`config.mk`:
```
export PLATFORM = sky130hd
export DESIGN_NAME = hsv_to_rgb_pixel_converter_top
export DESIGN_NICKNAME = d
export VERILOG_FILES = /design/src/design/h2rgb_pkg.sv /design/src/design/hsv_to_rgb_pixel_converter_top.sv
export VERILOG_INCLUDE_DIRS = /design/src /design/src/design
export SDC_FILE = /design/constraint.sdc
export NUM_CORES = 2
export LEC_CHECK = 0
export ABC_AREA = 1
export ABC_CLOCK_PERIOD_IN_PS = 33200
export BUFFER_PORTS_ARGS = -buffer_cell sky130_fd_sc_hd__buf_2
export CAP_MARGIN = 20
export CORE_MARGIN = 2
export CORE_UTILIZATION = 55
export DETAILED_ROUTE_END_ITERATION = 8
export HOLD_SLACK_MARGIN = 0.12
export PLACE_DENSITY = 0.73
export REMOVE_ABC_BUFFERS = 1
export SLEW_MARGIN = 40
export SYNTH_ARGS = -nofsm -noshare
export SYNTH_HDL_FRONTEND = slang
export SYNTH_SLANG_ARGS = --single-unit
```
`constraint.sdc`:
```
create_clock -name clock -period 33.2 [get_ports clock]
set_clock_uncertainty 0.1 [all_clocks]
set_input_delay 4.98 -clock clock [delete_from_list [all_inputs] [get_ports clock]]
set_output_delay 4.98 -clock clock [all_outputs]
set_load 0.01 [all_outputs]
```
`src/design/hsv_to_rgb_pixel_converter_top_macros.svh`:
```
// Assertion macros for the HSV to RGB converter.
`ifndef HSV_TO_RGB_PIXEL_CONVERTER_TOP_MACROS_SVH
`define HSV_TO_RGB_PIXEL_CONVERTER_TOP_MACROS_SVH

`ifndef NO_ASSERTIONS

`define H2RGB_ASSERT_HOLDS(label, cond) \
   label: assert property (@(posedge clock) disable iff (reset) (cond)) \
      else $error("h2rgb check failed");

`define H2RGB_ASSERT_IMPL(label, ante, cons) \
   label: assert property (@(posedge clock) disable iff (reset) (ante) |-> (cons)) \
      else $error("h2rgb check failed");

`define H2RGB_ASSERT_NEXT(label, ante, cons) \
   label: assert property (@(posedge clock) disable iff (reset) (ante) |=> (cons)) \
      else $error("h2rgb check failed");

`else

`define H2RGB_ASSERT_HOLDS(label, cond)

`define H2RGB_ASSERT_IMPL(label, ante, cons)

`define H2RGB_ASSERT_NEXT(label, ante, cons)

`endif

`endif

```
`src/design/h2rgb_pkg.sv`:
```
package h2rgb_pkg;

   localparam int HUE_W             = 13;
   localparam int CH_W              = 8;
   localparam int HUE_FRAC_BITS_DEF = 4;
   localparam int SECT_DEG          = 60;
   localparam int CH_MAX            = 255;

   localparam int REQ_DATA_W = 32;
   localparam int RSP_DATA_W = 24;

   // Sector index: x * M >> K, then one correction step
   localparam int SECT_W      = 8;
   localparam int SECT_K      = HUE_W;
   localparam int SECT_M      = (1 << SECT_K) / SECT_DEG;
   localparam int SECT_PROD_W = HUE_W + 8;

   // Ramp over 60: y < 65025 * 60 fits in 22 bits
   localparam int VS_W        = 2 * CH_W;
   localparam int Y_W         = 22;
   localparam int Y_K         = Y_W;
   localparam int Y_M         = (1 << Y_K) / SECT_DEG;
   localparam int Y_PROD_W    = Y_W + 17;

   // Division by 255 over 17-bit numerators
   localparam int DIV_W       = VS_W + 1;
   localparam int DIV_K       = DIV_W;
   localparam int DIV_M       = (1 << DIV_K) / CH_MAX;
   localparam int DIV_PROD_W  = DIV_W + 10;

   localparam logic [2:0] SEC_RY = 3'd0;
   localparam logic [2:0] SEC_YG = 3'd1;
   localparam logic [2:0] SEC_GC = 3'd2;
   localparam logic [2:0] SEC_CB = 3'd3;
   localparam logic [2:0] SEC_BM = 3'd4;
   localparam logic [2:0] SEC_MR = 3'd5;

   typedef logic [CH_W-1:0] chan_type;

   typedef struct packed {
      chan_type blue;
      chan_type green;
      chan_type red;
   } rgb_type;

   function automatic chan_type div255_est(input logic [DIV_W-1:0] x);
      logic [DIV_PROD_W-1:0] prod;
      prod = DIV_PROD_W'(x) * DIV_PROD_W'(DIV_M);
      return CH_W'(prod >> DIV_K);
   endfunction

   function automatic chan_type div255_fix(input logic [DIV_W-1:0] x, input chan_type est);
      logic [DIV_W-1:0] r;
      r = x - DIV_W'(est) * DIV_W'(CH_MAX);
      return (r >= DIV_W'(CH_MAX)) ? chan_type'(est + 1'b1) : est;
   endfunction

endpackage

```
`src/design/hsv_to_rgb_pixel_converter_top.sv`:
```
// HSV to RGB pixel converter, seven register stages.
// rsp_tvalid rises once the accepted request has passed through every stage register.
// Throughput: one pixel per cycle; a stage holds while it is full and the next one cannot advance.
// A stage takes a new request whenever it is empty, even while a result waits.
// Reset (synchronous) clears the stage valid bits; data registers are not reset.
`include "hsv_to_rgb_pixel_converter_top_macros.svh"

module hsv_to_rgb_pixel_converter_top import h2rgb_pkg::*; #(
   parameter int HUE_FRAC_BITS = HUE_FRAC_BITS_DEF
) (
   input  logic                  clock,
   input  logic                  reset,
   input  logic                  req_tvalid,
   output logic                  req_tready,
   input  logic [REQ_DATA_W-1:0] req_tdata,  // hue[12:0], saturation[20:13], brightness[28:21]
   output logic                  rsp_tvalid,
   input  logic                  rsp_tready,
   output logic [RSP_DATA_W-1:0] rsp_tdata   // red[7:0], green[15:8], blue[23:16]
);

   localparam int NST       = 7;
   localparam int PER       = SECT_DEG << HUE_FRAC_BITS;
   localparam int REM_W     = $clog2(PER);
   localparam int RAMP_W    = VS_W + REM_W;
   localparam logic [HUE_W-1:0]  FRAC_MASK = HUE_W'((1 << HUE_FRAC_BITS) - 1);
   localparam logic [RAMP_W-1:0] RAMP_LOW  = RAMP_W'((1 << HUE_FRAC_BITS) - 1);

   logic [NST-1:0] vld_ff;
   logic [NST:0]   adv;

   logic [HUE_W-1:0]       req_hue;
   chan_type               req_sat;
   chan_type               req_val;

   logic [HUE_W-1:0]       s1_hue_ff, s1_hue_in;
   chan_type               s1_v_ff, s1_v_in;
   logic [VS_W-1:0]        s1_g_ff, s1_g_in;
   logic [VS_W-1:0]        s1_a_ff, s1_a_in;
   logic [SECT_W-1:0]      s1_qe_ff, s1_qe_in;
   logic [SECT_PROD_W-1:0] s1_prod;

   logic [HUE_W-1:0]       s2_x;
   logic [HUE_W-1:0]       s2_r0;
   logic                   s2_fix;
   logic [5:0]             s2_r;
   logic [SECT_W-1:0]      s2_q;
   logic [2:0]             s2_sel_ff, s2_sel_in;
   logic [REM_W-1:0]       s2_rem_ff, s2_rem_in;
   logic [VS_W-1:0]        s2_g_ff;
   logic [VS_W-1:0]        s2_a_ff;
   chan_type               s2_v_ff;
   chan_type               s2_loe_ff, s2_loe_in;

   logic [RAMP_W-1:0]      s3_ramp_ff, s3_ramp_in;
   logic [2:0]             s3_sel_ff;
   logic [VS_W-1:0]        s3_a_ff;
   chan_type               s3_v_ff;
   chan_type               s3_lo_ff, s3_lo_in;

   logic [Y_W-1:0]         s4_y_ff, s4_y_in;
   logic [Y_PROD_W-1:0]    s4_prod;
   logic [VS_W-1:0]        s4_te_ff, s4_te_in;
   logic                   s4_nzl_ff, s4_nzl_in;
   logic [2:0]             s4_sel_ff;
   logic [VS_W-1:0]        s4_a_ff;
   chan_type               s4_v_ff;
   chan_type               s4_lo_ff;

   logic [Y_W-1:0]         s5_rr;
   logic                   s5_fix;
   logic [Y_W-1:0]         s5_rem;
   logic [VS_W-1:0]        s5_t_ff, s5_t_in;
   logic                   s5_nz_ff, s5_nz_in;
   logic [2:0]             s5_sel_ff;
   logic [VS_W-1:0]        s5_a_ff;
   chan_type               s5_v_ff;
   chan_type               s5_lo_ff;

   logic [DIV_W-1:0]       s6_upn_ff, s6_upn_in;
   logic [DIV_W-1:0]       s6_dnn_ff, s6_dnn_in;
   chan_type               s6_upe_ff, s6_upe_in;
   chan_type               s6_dne_ff, s6_dne_in;
   logic [2:0]             s6_sel_ff;
   chan_type               s6_v_ff;
   chan_type               s6_lo_ff;

   chan_type               s7_up;
   chan_type               s7_dn;
   rgb_type                s7_rgb_ff, s7_rgb_in;

   assign req_hue = req_tdata[HUE_W-1:0];
   assign req_sat = req_tdata[HUE_W+CH_W-1:HUE_W];
   assign req_val = req_tdata[HUE_W+2*CH_W-1:HUE_W+CH_W];

   // advance a stage when it is empty or the next stage advances
   always_comb begin
      adv[NST] = rsp_tready;
      for (int k = NST - 1; k >= 0; k--) begin
         adv[k] = ~vld_ff[k] | adv[k+1];
      end
   end

   assign req_tready = adv[0];
   assign rsp_tvalid = vld_ff[NST-1];
   assign rsp_tdata  = s7_rgb_ff;

   always_ff @(posedge clock) begin
      if (reset) begin
         vld_ff <= '0;
      end else begin
         if (adv[0]) begin
            vld_ff[0] <= req_tvalid;
         end
         for (int k = 1; k < NST; k++) begin
            if (adv[k]) begin
               vld_ff[k] <= vld_ff[k-1];
            end
         end
      end
   end

   // stage 1: products and sector estimate
   always_comb begin
      s1_hue_in = req_hue;
      s1_v_in   = req_val;
      s1_g_in   = VS_W'(req_val) * VS_W'(req_sat);
      s1_a_in   = VS_W'(req_val) * VS_W'(chan_type'(CH_MAX) - req_sat);
      s1_prod   = SECT_PROD_W'(req_hue >> HUE_FRAC_BITS) * SECT_PROD_W'(SECT_M);
      s1_qe_in  = SECT_W'(s1_prod >> SECT_K);
   end

   // stage 2: sector correction, remainder, floor estimate
   always_comb begin
      s2_x      = s1_hue_ff >> HUE_FRAC_BITS;
      s2_r0     = s2_x - HUE_W'(s1_qe_ff) * HUE_W'(SECT_DEG);
      s2_fix    = s2_r0 >= HUE_W'(SECT_DEG);
      s2_r      = s2_fix ? 6'(s2_r0 - HUE_W'(SECT_DEG)) : 6'(s2_r0);
      s2_q      = s1_qe_ff + SECT_W'(s2_fix);
      s2_sel_in = (s2_q > SECT_W'(SEC_MR)) ? SEC_MR : 3'(s2_q);
      s2_rem_in = REM_W'((HUE_W'(s2_r) << HUE_FRAC_BITS) | (s1_hue_ff & FRAC_MASK));
      s2_loe_in = div255_est(DIV_W'(s1_a_ff));
   end

   // stage 3: ramp numerator, floor level
   always_comb begin
      s3_ramp_in = RAMP_W'(s2_g_ff) * RAMP_W'(s2_rem_ff);
      s3_lo_in   = div255_fix(DIV_W'(s2_a_ff), s2_loe_ff);
   end

   // stage 4: ramp over one sector, estimate
   always_comb begin
      s4_y_in   = Y_W'(s3_ramp_ff >> HUE_FRAC_BITS);
      s4_nzl_in = (s3_ramp_ff & RAMP_LOW) != '0;
      s4_prod   = Y_PROD_W'(s4_y_in) * Y_PROD_W'(Y_M);
      s4_te_in  = VS_W'(s4_prod >> Y_K);
   end

   // stage 5: ramp quotient correction, inexact flag
   always_comb begin
      s5_rr    = s4_y_ff - Y_W'(s4_te_ff) * Y_W'(SECT_DEG);
      s5_fix   = s5_rr >= Y_W'(SECT_DEG);
      s5_rem   = s5_fix ? (s5_rr - Y_W'(SECT_DEG)) : s5_rr;
      s5_t_in  = s4_te_ff + VS_W'(s5_fix);
      s5_nz_in = s4_nzl_ff | (s5_rem != '0);
   end

   // stage 6: rising and falling numerators over 255
   always_comb begin
      s6_upn_in = DIV_W'(s5_a_ff) + DIV_W'(s5_t_ff);
      s6_dnn_in = DIV_W'(s5_v_ff) * DIV_W'(CH_MAX) - DIV_W'(s5_t_ff) - DIV_W'(s5_nz_ff);
      s6_upe_in = div255_est(s6_upn_in);
      s6_dne_in = div255_est(s6_dnn_in);
   end

   // stage 7: final levels and channel selection
   always_comb begin
      s7_up = div255_fix(s6_upn_ff, s6_upe_ff);
      s7_dn = div255_fix(s6_dnn_ff, s6_dne_ff);
      case (s6_sel_ff)
         SEC_RY:  s7_rgb_in = '{red: s6_v_ff,  green: s7_up,   blue: s6_lo_ff};
         SEC_YG:  s7_rgb_in = '{red: s7_dn,    green: s6_v_ff, blue: s6_lo_ff};
         SEC_GC:  s7_rgb_in = '{red: s6_lo_ff, green: s6_v_ff, blue: s7_up};
         SEC_CB:  s7_rgb_in = '{red: s6_lo_ff, green: s7_dn,   blue: s6_v_ff};
         SEC_BM:  s7_rgb_in = '{red: s7_up,    green: s6_lo_ff, blue: s6_v_ff};
         default: s7_rgb_in = '{red: s6_v_ff,  green: s6_lo_ff, blue: s7_dn};
      endcase
   end

   always_ff @(posedge clock) begin
      if (adv[0]) begin
         s1_hue_ff <= s1_hue_in;
         s1_v_ff   <= s1_v_in;
         s1_g_ff   <= s1_g_in;
         s1_a_ff   <= s1_a_in;
         s1_qe_ff  <= s1_qe_in;
      end
      if (adv[1]) begin
         s2_sel_ff <= s2_sel_in;
         s2_rem_ff <= s2_rem_in;
         s2_g_ff   <= s1_g_ff;
         s2_a_ff   <= s1_a_ff;
         s2_v_ff   <= s1_v_ff;
         s2_loe_ff <= s2_loe_in;
      end
      if (adv[2]) begin
         s3_ramp_ff <= s3_ramp_in;
         s3_sel_ff  <= s2_sel_ff;
         s3_a_ff    <= s2_a_ff;
         s3_v_ff    <= s2_v_ff;
         s3_lo_ff   <= s3_lo_in;
      end
      if (adv[3]) begin
         s4_y_ff   <= s4_y_in;
         s4_te_ff  <= s4_te_in;
         s4_nzl_ff <= s4_nzl_in;
         s4_sel_ff <= s3_sel_ff;
         s4_a_ff   <= s3_a_ff;
         s4_v_ff   <= s3_v_ff;
         s4_lo_ff  <= s3_lo_ff;
      end
      if (adv[4]) begin
         s5_t_ff   <= s5_t_in;
         s5_nz_ff  <= s5_nz_in;
         s5_sel_ff <= s4_sel_ff;
         s5_a_ff   <= s4_a_ff;
         s5_v_ff   <= s4_v_ff;
         s5_lo_ff  <= s4_lo_ff;
      end
      if (adv[5]) begin
         s6_upn_ff <= s6_upn_in;
         s6_dnn_ff <= s6_dnn_in;
         s6_upe_ff <= s6_upe_in;
         s6_dne_ff <= s6_dne_in;
         s6_sel_ff <= s5_sel_ff;
         s6_v_ff   <= s5_v_ff;
         s6_lo_ff  <= s5_lo_ff;
      end
      if (adv[6]) begin
         s7_rgb_ff <= s7_rgb_in;
      end
   end

   `H2RGB_ASSERT_IMPL(a_rem_in_sector, vld_ff[1], s2_rem_ff < REM_W'(PER))
   `H2RGB_ASSERT_IMPL(a_floor_below_peak, vld_ff[2], s3_lo_ff <= s3_v_ff)
   `H2RGB_ASSERT_IMPL(a_ramp_rem_small, vld_ff[3], s5_rem < Y_W'(SECT_DEG))
   `H2RGB_ASSERT_IMPL(a_empty_takes, !vld_ff[0], req_tready)
   `H2RGB_ASSERT_NEXT(a_result_kept, rsp_tvalid && !rsp_tready, rsp_tvalid)

endmodule

```
==> insert_results.sql <==
INSERT INTO impl_metrics (metric_group, metric, value, unit) VALUES
('run_status', 'status', 'completed', ''),
('clock_network', 'postCtsHoldBufs', '0', ''),
('drt', 'drcViolationCount', '0', ''),
('yosys', 'syn-mean-instance-area', '9.425', 'um2'),
('floorplan', 'ios', '62', ''),
('yosys', 'count_of_flip_flops_with_a_built_in_enable_after_synthesis', '398', ''),
('global_routing', 'maximum_number_of_pins_on_one_net_before_global_route_repair', '76', ''),
('worst_setup_path', 'reg2regPathDepth', '27', ''),
('drt', 'firstDrtPassIters', '5', ''),
('yosys', 'synthFlopType', 'sky130_fd_sc_hd__edfxtp_1', ''),
('global_routing', 'overflow', '0', ''),
('floorplan', 'core-area', '76080', 'um2'),
('hold_path', 'hold_depth', '0', ''),
('yosys', 'synth.area.mux_share', '0', '%'),
('drt', 'routed_via_density', '5.233', ''),
('global_routing', 'grt_pass1_wl', '144.4', 'mm'),
('yosys', 'post_synth_inst_count', '4485', ''),
('timing', 'setup_viol_count_final', '0', ''),
('yosys', 'largest_family_of_logic_cells_by_synthesized_area', 'adder cells', ''),
('cells_and_area', 'areaGrowthSynthToFinish', '6.958', '%'),
('clock_network', 'cts.clk_slew.worst_paths', '60', 'ps'),
('yosys', 'post_synth_xor_area_fraction', '4.381', '%'),
('timing', 'worst_pin_slew', '773.1', 'ps'),
('floorplan', 'dieWidth', '281.2', 'um'),
('worst_setup_path', 'worst_ep_arrival_time', '7070', 'ps'),
('cells_and_area', 'drive_gt1_share', '4.528', '%'),
('yosys', 'synth_seq_cells', '405', ''),
('placed_design', 'placer_congestion_estimate', '0.9321', ''),
('clock_network', 'clk_root_buffer_cell', 'sky130_fd_sc_hd__clkbuf_16', ''),
('yosys', 'compound_gate_portion_of_the_synthesized_area', '5.473', '%'),
('yosys', 'netlist_top_cells_area', 'sky130_fd_sc_hd__edfxtp_1, sky130_fd_sc_hd__fa_1, sky130_fd_sc_hd__ha_1', ''),
('placed_design', 'buffer_ports.inserted', '58', ''),
('global_routing', 'gr-usage-all-layers', '22.53', '%'),
('timing', 'slew_violations', '0', ''),
('timing', 'slew_headroom', '48.27', '%'),
('floorplan', 'initial_core_util', '55.57', '%'),
('clock_network', 'largest_buffer_count_on_any_clock_path', '3', ''),
('drt', 'wirelength', '84.76', 'mm'),
('worst_setup_path', 'timing.setup.critical_path_class', 'in -> out', ''),
('yosys', 'synth_top_cell_area_share', '28.27', '%'),
('timing', 'setup-tns-final', '0', 'ps'),
('hold_path', 'hold_path_class', 'reg -> reg', ''),
('yosys', 'yosysWarnings', '0', ''),
('global_routing', 'first_global_vias', '29870', ''),
('timing', 'min_period_over_period', '36.59', '%'),
('cells_and_area', 'finalNetCount', '5614', ''),
('drt', 'post_detailed_route_count_of_antenna_violating_nets', '0', ''),
('yosys', 'yosys.area_share.simple', '14.16', '%'),
('timing', 'rsz0062_at_grt', 'no', ''),
('floorplan', 'standard_cell_rows', '101', ''),
('yosys', 'async_reset_ff_share', '0', '%'),
('drt', 'wl_per_cell', '15.13', 'um'),
('worst_setup_path', 'worst-endpoint-required', '28120', 'ps'),
('floorplan', 'die_area', '79090', 'um2'),
('yosys', 'synth_top_area_cell', 'sky130_fd_sc_hd__edfxtp_1', ''),
('global_routing', 'antenna_found_initial', '1', ''),
('clock_network', 'cts_tree', 'yes', ''),
('worst_setup_path', 'setup.reg_to_reg.worst_slack', '26070', 'ps'),
('yosys', 'syn_area', '42270', 'um2'),
('yosys', 'synth_cell_type_count', '58', ''),
('yosys', 'yosys.area_share.adder', '38.25', '%'),
('worst_setup_path', 'startpoint_type', 'input port', ''),
('timing', 'fmaxAchievable', '82.33', 'MHz'),
('worst_setup_path', 'endpoint_class_of_the_critical_path', 'output pin', ''),
('placed_design', 'hpwl', '69.39', 'mm'),
('timing', 'finalHoldViolCount', '0', ''),
('clock_network', 'cts_resized', '0', ''),
('cells_and_area', 'fillCellCount', '6412', ''),
('clock_network', 'cts.sinks', '405', ''),
('clock_network', 'h-tree-depth', '2', ''),
('yosys', 'synth.yosys.seq_area_share', '28.60', '%'),
('clock_network', 'postCtsSetupBuffers', '0', ''),
('floorplan', 'fp.dieH', '281.2', 'um'),
('timing', 'fin_crit', '12150', 'ps'),
('drt', 'num_vias', '29320', ''),
('run', 'cap_violations', '0', ''),
('worst_setup_path', 'critPathMaxFanout', '71', ''),
('drt', 'dr.first_iter.drc_count', '1667', ''),
('clock_network', 'numCtsBuffers', '44', ''),
('cells_and_area', 'final_core_utilization', '59.43', '%'),
('cells_and_area', 'insertedDiodeCount', '0', ''),
('clock_network', 'clkLatencyLatePin', '580', 'ps');
[area by class of cell]
class                           count  area, um2  share of cell area (%)
Timing Repair Buffer               66      357.8                  0.7914
Clock buffer                       54       1160                   2.565
Tap cell                         1030       1289                   2.850
Multi-Input combinational cell   3054      26320                   58.22
Clock inverter                     25      360.3                  0.7970
Sequential cell                   405      12090                   26.74
Inverter                          968       3633                   8.036
[path summary, 6_finish.rpt]
| path | startpoint | end |
|---|---|---|
| worst min register to register | s3_lo_ff[2] | s4_lo_ff[2] |
| worst max-delay path | rsp_tready | req_tready |
| worst min-delay path | s3_lo_ff[2] | s4_lo_ff[2] |
| worst max register to register | s5_v_ff[5] | s6_dne_ff[7] |
[per-stage QoR]
stage          area, um2  instances  setup slack [ps]  hold WS [ps]
2_1_floorplan      42050       4427             15480         300.3
3_3_place_gp       43690       5523             20720         301.0
3_5_place_dp       43690       5523             20660         304.5
4_1_cts            45210       5602             20630         313.3
5_1_grt            45210       5602             20840         321.0
6_report           45210       5602             21050         313.1
[worst max-delay path, stage by stage]
cell and delay, ps:
sky130_fd_sc_hd__buf_2 90, sky130_fd_sc_hd__nor2_1 120, sky130_fd_sc_hd__inv_2 220, sky130_fd_sc_hd__nor2_1 180, sky130_fd_sc_hd__inv_2 50, sky130_fd_sc_hd__buf_6 260
sky130_fd_sc_hd__nor2_1 210, sky130_fd_sc_hd__inv_2 70, sky130_fd_sc_hd__nor2_1 120, sky130_fd_sc_hd__inv_2 50, sky130_fd_sc_hd__nor2_1 110, sky130_fd_sc_hd__inv_2 50
sky130_fd_sc_hd__nor2_1 170, sky130_fd_sc_hd__nand2_2 160, sky130_fd_sc_hd__buf_2 180
[layer usage]
metal,wire length (um),GRT usage [%],vias up,share of wire (%)
met1,37680,29.44,14130,44
li1,-,-,14490,-
met5,0,0,-,0
met2,41940,39.90,573,49
met4,1842,5.742,0,2.2
met3,3298,2.552,127,3.9
[registers in the layout (all words and copies together) (netlist names), 10 cells and up]
| signal | flops |
|---|---|
| s4_te_ff | 16 |
| s2_g_ff | 16 |
| s3_ramp_ff | 26 |
| s4_a_ff | 16 |
| s3_a_ff | 16 |
| s1_g_ff | 16 |
| s2_a_ff | 16 |
| s1_hue_ff | 13 |
| s5_a_ff | 16 |
| s6_dnn_ff | 17 |
| s6_upn_ff | 17 |
| s2_rem_ff | 10 |
| s5_t_ff | 16 |
| s1_a_ff | 16 |
| s4_y_ff | 22 |
| rsp_tdata | 24 |
[kinds of logic after synthesis]
family                   Yosys count
AND/OR/NAND/NOR                 1397
adder cells (fa/ha/maj)         1039
buffers and inverters           1026
AO/OA/AOI/OAI                    410
flip-flops                       405
XOR/XNOR                         208
[cell usage after synthesis (8+ instances only)]
master and n:
sky130_fd_sc_hd__nor3_1 33, sky130_fd_sc_hd__fa_1 422, sky130_fd_sc_hd__o211ai_1 12, sky130_fd_sc_hd__edfxtp_1 398, sky130_fd_sc_hd__nand3_2 9, sky130_fd_sc_hd__nand2_2 17
sky130_fd_sc_hd__nor2_1 229, sky130_fd_sc_hd__xnor2_1 60, sky130_fd_sc_hd__a21o_1 13, sky130_fd_sc_hd__o21bai_1 10, sky130_fd_sc_hd__nand3_1 189, sky130_fd_sc_hd__o21a_1 8
sky130_fd_sc_hd__o21ai_0 73, sky130_fd_sc_hd__nand3b_1 14, sky130_fd_sc_hd__xor2_1 144, sky130_fd_sc_hd__nand2_1 804, sky130_fd_sc_hd__inv_1 965, sky130_fd_sc_hd__nor2_2 10
sky130_fd_sc_hd__or2_2 9, sky130_fd_sc_hd__a22oi_1 13, sky130_fd_sc_hd__clkbuf_1 54, sky130_fd_sc_hd__a21oi_1 234, sky130_fd_sc_hd__nor4_1 8, sky130_fd_sc_hd__nand4_1 48
sky130_fd_sc_hd__ha_1 617
[cells in the final DEF (no fill, tap or decap), drive strengths merged, types with 8 or more instances in the layout]
master | Yosys | layout
a21o | 13 | 13
a21oi | 235 | 235
a22oi | 13 | 13
buf | 4 | 66
clkbuf | 54 | 54
clkinv | 1 | 11
edfxtp | 398 | 398
fa | 422 | 422
ha | 617 | 617
inv | 967 | 972
nand2 | 823 | 823
nand3 | 198 | 198
nand3b | 14 | 14
nand4 | 50 | 50
nor2 | 242 | 242
nor3 | 34 | 34
nor4 | 8 | 8
o211ai | 12 | 12
o21a | 8 | 8
o21ai | 84 | 84
o21bai | 10 | 10
or2 | 9 | 9
xnor2 | 61 | 61
xor2 | 147 | 147
Power is left out: the tool's default activity adds up to more than one toggle a clock period on the data nets, which glitch-free logic cannot reach.
